File: config.mk
export PLATFORM = sky130hd
export DESIGN_NAME = vid_ctrl
export DESIGN_NICKNAME = d
export VERILOG_FILES = /design/src/sv/vid_pkg.sv /design/src/sv/vid_ctrl.sv
export SDC_FILE = /design/constraint.sdc
export NUM_CORES = 1
export LEC_CHECK = 0
export BUFFER_PORTS_ARGS = -buffer_cell sky130_fd_sc_hd__buf_4
export CORE_AREA = 2 2 39 41
export CTS_BUF_LIST = sky130_fd_sc_hd__clkbuf_4
export DETAILED_ROUTE_END_ITERATION = 12
export DIE_AREA = 0 0 41 43
export GPL_TIMING_DRIVEN = 0
export PLACE_DENSITY = 0.7
export SKIP_CTS_REPAIR_TIMING = 1
export SYNTH_ARGS = -nofsm -noshare
export SYNTH_HDL_FRONTEND = slang
export SYNTH_SLANG_ARGS = --single-unit
File: constraint.sdc
create_clock -name clock -period 1.9 [get_ports clock]
set_clock_uncertainty 0.1 [all_clocks]
set_input_delay 0.095 -clock clock [delete_from_list [all_inputs] [get_ports clock]]
set_output_delay 0.095 -clock clock [all_outputs]
set_load 0.1 [all_outputs]
File: src/sv/vid_pkg.sv
// vid_pkg: shared constants, types and hash function for the vertex index dedup block.
// Depends on nothing; every other file of the block uses it by scoped names.

package vid_pkg;

   localparam int MAX_VERTICES = 4096;
   localparam int TABLE_SLOTS  = 8192;   // power of two: home slot is a bit mask of the hash
   localparam int INDEX_BITS   = 21;

   localparam int FUNC_W   = 2;
   localparam int FIELD_W  = 21;
   localparam int VNUM_W   = 12;
   localparam int STATUS_W = 3;
   localparam int VCNT_W   = 13;

   localparam int SLOT_BITS  = $clog2(TABLE_SLOTS);
   localparam int NUM_BITS   = $clog2(MAX_VERTICES);
   localparam int COUNT_BITS = $clog2(MAX_VERTICES + 1);
   localparam int KEY_W      = 3 * INDEX_BITS;

   localparam logic [31:0] HASH_GOLDEN = 32'h9e37_79b9;

   typedef enum logic [FUNC_W-1:0] {
      FN_CORNER = 2'd0,
      FN_CLEAR  = 2'd1,
      FN_FINISH = 2'd2,
      FN_NOP    = 2'd3
   } func_type;

   typedef enum logic [STATUS_W-1:0] {
      ST_REUSED  = 3'd0,
      ST_NEW     = 3'd1,
      ST_FULL    = 3'd2,
      ST_DONE    = 3'd3,
      ST_NO_GEOM = 3'd4
   } status_type;

   typedef enum logic [2:0] {
      S_SWEEP,
      S_IDLE,
      S_MIX1,
      S_MIX2,
      S_PROBE,
      S_CHECK,
      S_EMIT
   } state_type;

   typedef struct packed {
      logic                  valid;
      logic [KEY_W-1:0]      key;
      logic [NUM_BITS-1:0]   number;
   } entry_type;

   typedef struct packed {
      logic       load;
      logic       mix_nrm;
      logic       mix_tex;
      logic       probe_adv;
      logic       insert;
      logic       sweep_init;
      logic       sweep_step;
      logic       clear_state;
      logic       res_load;
      status_type res_status;
      logic       res_take_num;
      logic       emit;
   } cmd_type;

   typedef struct packed {
      func_type func;
      logic     seen;
      logic     hit;
      logic     empty;
      logic     count_full;
      logic     probe_last;
      logic     sweep_last;
      logic     rsp_free;
   } stat_type;

   function automatic logic [31:0] mix_step(input logic [31:0] seed, input logic [31:0] v);
      mix_step = seed ^ (v + HASH_GOLDEN + (seed << 6) + (seed >> 2));
   endfunction

endpackage

File: src/sv/vid_ctrl.sv
// vid_ctrl: state machine sequencing hash, probe, insert, result and table sweep.
// Depends on vid_pkg; drives vid_datapath through cmd_type, reads stat_type.

module vid_ctrl (
   input  logic                          clock,
   input  logic                          reset,
   input  logic                          req_valid,
   input  logic [vid_pkg::FUNC_W-1:0]    req_func,
   output logic                          req_ready,
   input  vid_pkg::stat_type             stat,
   output vid_pkg::cmd_type              cmd,
   output vid_pkg::state_type            state
);

   vid_pkg::state_type state_ff, state_in;

   always_ff @(posedge clock) begin
      if (reset) begin
         state_ff <= vid_pkg::S_SWEEP;
      end else begin
         state_ff <= state_in;
      end
   end

   assign state     = state_ff;
   assign req_ready = (state_ff == vid_pkg::S_IDLE);

   always_comb begin
      state_in = state_ff;
      cmd      = '0;
      unique case (state_ff)
         vid_pkg::S_SWEEP: begin
            cmd.sweep_step = 1'b1;
            if (stat.sweep_last) state_in = vid_pkg::S_IDLE;
         end
         vid_pkg::S_IDLE: begin
            if (req_valid) begin
               cmd.load = 1'b1;
               unique case (vid_pkg::func_type'(req_func))
                  vid_pkg::FN_CORNER: begin
                     state_in = vid_pkg::S_MIX1;
                  end
                  vid_pkg::FN_CLEAR: begin
                     cmd.clear_state = 1'b1;
                     cmd.res_load    = 1'b1;
                     cmd.res_status  = vid_pkg::ST_REUSED;
                     state_in        = vid_pkg::S_EMIT;
                  end
                  vid_pkg::FN_FINISH: begin
                     cmd.res_load   = 1'b1;
                     cmd.res_status = stat.seen ? vid_pkg::ST_DONE : vid_pkg::ST_NO_GEOM;
                     state_in       = vid_pkg::S_EMIT;
                  end
                  vid_pkg::FN_NOP: begin
                     cmd.res_load   = 1'b1;
                     cmd.res_status = vid_pkg::ST_REUSED;
                     state_in       = vid_pkg::S_EMIT;
                  end
                  default: state_in = vid_pkg::S_IDLE;
               endcase
            end
         end
         vid_pkg::S_MIX1: begin
            cmd.mix_nrm = 1'b1;
            state_in    = vid_pkg::S_MIX2;
         end
         vid_pkg::S_MIX2: begin
            cmd.mix_tex = 1'b1;
            state_in    = vid_pkg::S_PROBE;
         end
         vid_pkg::S_PROBE: begin
            state_in = vid_pkg::S_CHECK;
         end
         vid_pkg::S_CHECK: begin
            priority if (stat.hit) begin
               cmd.res_load     = 1'b1;
               cmd.res_status   = vid_pkg::ST_REUSED;
               cmd.res_take_num = 1'b1;
               state_in         = vid_pkg::S_EMIT;
            end else if (stat.empty) begin
               cmd.res_load = 1'b1;
               if (stat.count_full) begin
                  cmd.res_status = vid_pkg::ST_FULL;
               end else begin
                  cmd.insert       = 1'b1;
                  cmd.res_status   = vid_pkg::ST_NEW;
                  cmd.res_take_num = 1'b1;
               end
               state_in = vid_pkg::S_EMIT;
            end else if (stat.probe_last) begin
               cmd.res_load   = 1'b1;
               cmd.res_status = vid_pkg::ST_FULL;
               state_in       = vid_pkg::S_EMIT;
            end else begin
               cmd.probe_adv = 1'b1;
               state_in      = vid_pkg::S_PROBE;
            end
         end
         vid_pkg::S_EMIT: begin
            if (stat.rsp_free) begin
               cmd.emit = 1'b1;
               // a clear empties the table after its result goes out
               if (stat.func == vid_pkg::FN_CLEAR) begin
                  cmd.sweep_init = 1'b1;
                  state_in       = vid_pkg::S_SWEEP;
               end else begin
                  state_in = vid_pkg::S_IDLE;
               end
            end
         end
         default: state_in = vid_pkg::S_SWEEP;
      endcase
   end

endmodule

# [Yosys cells after proc, flatten, opt, wreduce, memory -nomap -nowiden]
# Cells that the tools add are included.
[word_totals] ff_bits=3 latchBits=0 mem_bits_rw=0 romBits=0 inputBits=14 output_inout_bits=18 wordCells=55 n_memories=0
[classes] addsub=0 n_mul=0 div=0 n_lt_le_gt_ge=0 eq_ne=13 shifts=0 mux=36 bitwise=0 reduce_logical=5
[ops] op="$pmux 3 s7" n=1
[ops] op="$mux 1" n=18
[ops] op="$mux 3" n=6
[ops] op="$pmux 4 s2" n=2
[ops] op="$mux 5" n=2
[ops] op="$eq 3x3->1 const B" n=3
[ops] op="$mux 2" n=4
[ops] op="$mux 4" n=2
[ops] op="$eq 3x2->1 const B" n=2
[ops] op="$ne 2x2->1 const B" n=3
[ops] op="$pmux 3 s2" n=1
[ops] op="$eq 2x1->1 const B" n=2
[ops] op="$eq 2x2->1 const B" n=2
[ops] op="$eq 3x1->1 const B" n=1
[ops] op="$logic_not 3->1" n=1
[ops] op="$reduce_and 3->1" n=1
[ops] op="$reduce_or 3->1" n=1
[ops] op="$logic_not 2->1" n=1
[ops] op="$reduce_or 2->1" n=1

# [Longest topological paths before layout]
[depth] word_depth=5 depth_mapped=6 ltp_nobuf=5

# [Least setup slack after synthesis]
# OpenSTA, ideal clock, no wires.
[synth_timing] path_kind="register -> output" start="register state_ff[0] (netlist: state[0])" end="output cmd[4] (netlist bit)" arrival_ns=4.392 required_time_ns=1.705 setup_slack_ns=-2.687 stages_incl_launch_ff=3 n_path_buf=0 path_cell_list="dfxtp_1 -> nand3_2 -> nor4b_1"
[synth_lines] element="start: declaration" line_no="vid_ctrl.sv:15" rtl="vid_pkg::state_type state_ff, state_in;"
[synth_lines] element="start signal: assignment" line_no="vid_ctrl.sv:19" rtl="state_ff <= vid_pkg::S_SWEEP;"
[synth_lines] element="start signal: assignment" line_no="vid_ctrl.sv:21" rtl="state_ff <= state_in;"
[synth_lines] element="end: declaration" line_no="vid_ctrl.sv:11" rtl="output vid_pkg::cmd_type cmd,"

==> implementation parameters <==
Parameter                              Value

Job
  Reported max-cap violation count ... 0

Synth
  Synthesized-area fraction occupied by ao, oa, aoi and oai cells ... 20.74%
  Warning count from the yosys run ... 0
  Post-synth EDFFs ... 0
  Combinational family with the most area after synthesis ... simple AND/OR/NAND/NOR gates
  XOR/XNOR Fraction of Synth Area ... 0%
  Post-synth design cell area ... 404.1 um^2
  Seq/Total Area, Yosys ... 14.86%
  Flip-flop and latch count after synthesis ... 3
  Simple logic cell fraction of the synthesized area ... 51.70%
  Instance count of the mapped netlist ... 49
  Area leader, netlist ... sky130_fd_sc_hd__dfxtp_1
  Most instantiated cells after synthesis ... 5 x sky130_fd_sc_hd__nor2_1, 3 x sky130_fd_sc_hd__a21oi_1, 3 x sky130_fd_sc_hd__dfxtp_1, 3 x sky130_fd_sc_hd__nor2b_1, 3 x sky130_fd_sc_hd__nor3_1
  Synth unique cells ... 32
  Synth Area in Adders ... 0%
  Synthesized Nets ... 63
  Portion of netlist area occupied by mux cells ... 5.263%
  Top_reg_cell synth ... sky130_fd_sc_hd__dfxtp_1
  Area fraction of the dominant cell type after synthesis ... 14.86%
  Cell with the most instances after synthesis ... sky130_fd_sc_hd__nor2_1
  Mean Syn Cell Area ... 8.248 um^2
  Post-synthesis async set-or-reset flop share ... 0%
  Largest cells by area after synthesis ... sky130_fd_sc_hd__dfxtp_1 15%, sky130_fd_sc_hd__nand3b_4 5.0%, sky130_fd_sc_hd__nor2_1 4.6%, sky130_fd_sc_hd__nor2b_1 4.6%, sky130_fd_sc_hd__o31a_1 4.3%

Routing
  Initial detailed-routing violation count ... 2
  Number of nets still failing antenna checks after routing ... 0
  Uppermost metal layer occupied by signal nets ... met3
  Metal3 WL ... 139 um
  Total detailed-routing wirelength ... 1226 um
  Detailed-routing wirelength on met1 ... 503 um
  Routed vias/inst ... 4.971
  DRC Markers ... 0
  Vias after detailed routing ... 522
  Avg WL per Cell ... 11.68 um
  Met2 Routed Length ... 583 um
  Number of detailed-routing iterations run before antenna repair ... 4

Timing
  Worst slew margin ... 74.19%
  Setup violation total in the final timing report ... 0
  Final clock period utilization by the worst path ... 96.32%
  Min Clock Period, post-route ... 1.830 ns
  Worst-margin pin slew ... 0.3842 ns
  Final Hold Viols ... 0
  Setup ws final ... 0.06996 ns
  Final count of pins violating max slew ... 0
  Highest clock rate ... 0.5464 GHz

Placement
  Routability-driven placement congestion ratio ... 0.7342
  Placed wire-length estimate after detailed placement ... 960.1 um
  PortBufs ... 31
  Placed Cells incl. Taps ... 96
  Place WS ... 0.1632 ns

Global routing
  Global router's overall resource usage ... 14.21%
  Number of global-route vias before repair ... 465
  Initial antenna violation count ... 0
  Overflow left after global routing ... 0
  Global-route wire length before repair ... 1725 um
  Maximum number of pins on one net before global-route repair ... 11

Worst setup path
  Critical path endpoint category ... output pin
  Start-to-end type of the worst setup path ... reg2out
  Startpoint type of the worst setup path ... flop
  Worst EP required ... 1.70 ns
  Arr. time, crit path ... 1.64 ns
  Highest net fanout along the worst path ... 10

Floorplan
  Die ar. ... 1763 um^2
  Rows ... 14
  Placeable core area ... 1384 um^2
  X dimension of the die ... 41 um
  Die H ... 43 um
  Initial Utilization ... 29.20%
  Ports placed on the boundary ... 32

Cells and area
  Fillcell total ... 138
  Number of nets in the layout ... 104
  Layout cells sized above 1 ... 74.16%
  Number of flip-flops in the largest register ... 3
  Number of standard cells in the layout, taps in and fillers out ... 105
  Antenna cells ... 0
  Syn-to-layout area delta ... 110.8%

Outcome
  Run status ... finished, final reports clean

Clock tree
  Number of sinks on the clock net ... 3
  CTS tree ... done
  Clock latency reported for the late side of the worst-skew pair ... 0.23 ns
  CTS H-tree depth ... 1
  CTS buffer count ... 3
  Maximum clock insertion buffer count ... 2
  Clock edge transition at the registers on the reported setup and hold paths ... 0.04 ns
  Clock Tree Root ... sky130_fd_sc_hd__clkbuf_4

Hold path
  Class of the worst hold path ... in2reg
routing by layer:
metal,up-vias,track usage (%)
met4,0,4.000
met5,-,0
met3,0,3.141
met1,229,15.61
li1,264,-
met2,29,25.31
worst paths after layout:
path              startpoint  endpoint  slack (ns)  cells after the start
setup reg to reg    state[2]  state[1]        0.62                      5
hold / removal     req_valid  state[0]         0.1                      4
setup / recovery    state[2]    cmd[3]        0.07                      7
hold reg to reg     state[0]  state[0]        0.55                      2
metrics by stage:
stage	cell area (um^2)	util, %	setup TNS, ns	hold WS [ns]
after floorplan	513.0	-	-0.9679	0.08523
after global placement	765.7	55.33	0	0.2076
after global routing	852.1	61.57	-0.01282	0.1166
after CTS	795.8	57.50	-0.08548	-0.03554
final	852.1	61.57	0	0.09740
after detailed placement	765.7	55.33	0	0.2083
layout make-up:
| cell class | count | area (um^2) | area share [%] |
|---|---|---|---|
| well taps | 16 | 20.02 | 2.349 |
| inverters | 3 | 16.27 | 1.909 |
| plain buffers | 2 | 26.28 | 3.084 |
| multi-input cells | 41 | 399.1 | 46.84 |
| repair buffers | 36 | 289.0 | 33.92 |
| flip-flops and latches | 3 | 71.32 | 8.370 |
| clock buffers | 4 | 30.03 | 3.524 |
critical path: stages (launching register included):
cell	delay [ns]
sky130_fd_sc_hd__dfxtp_4	0.33
sky130_fd_sc_hd__buf_8	0.14
sky130_fd_sc_hd__nor2_4	0.15
sky130_fd_sc_hd__nand3_4	0.13
sky130_fd_sc_hd__inv_6	0.07
sky130_fd_sc_hd__nand4b_2	0.18
sky130_fd_sc_hd__a21oi_4	0.19
sky130_fd_sc_hd__buf_12	0.19
cell usage in the layout, fill, tap and decap left out, drive strengths merged, types with 2 or more instances in the layout:
| cell type | instances |
|---|---|
| a21oi | 4 |
| and3 | 3 |
| buf | 37 |
| clkbuf | 4 |
| dfxtp | 3 |
| inv | 3 |
| nand2 | 2 |
| nand2b | 2 |
| nand3 | 2 |
| nor2 | 6 |
| nor2b | 3 |
| nor3 | 3 |
| nor3b | 2 |
| o31a | 2 |
kinds of logic (layout without fill, tap and decap cells):
logic type / Yosys count / count (layout)
compound gates: 10 / 10
flops: 3 / 3
simple gates: 29 / 29
mux: 2 / 2
buf+inv: 5 / 45
Power is not shown: default switching activity piles up to over one toggle a cycle in this logic, so the estimate is an artifact.
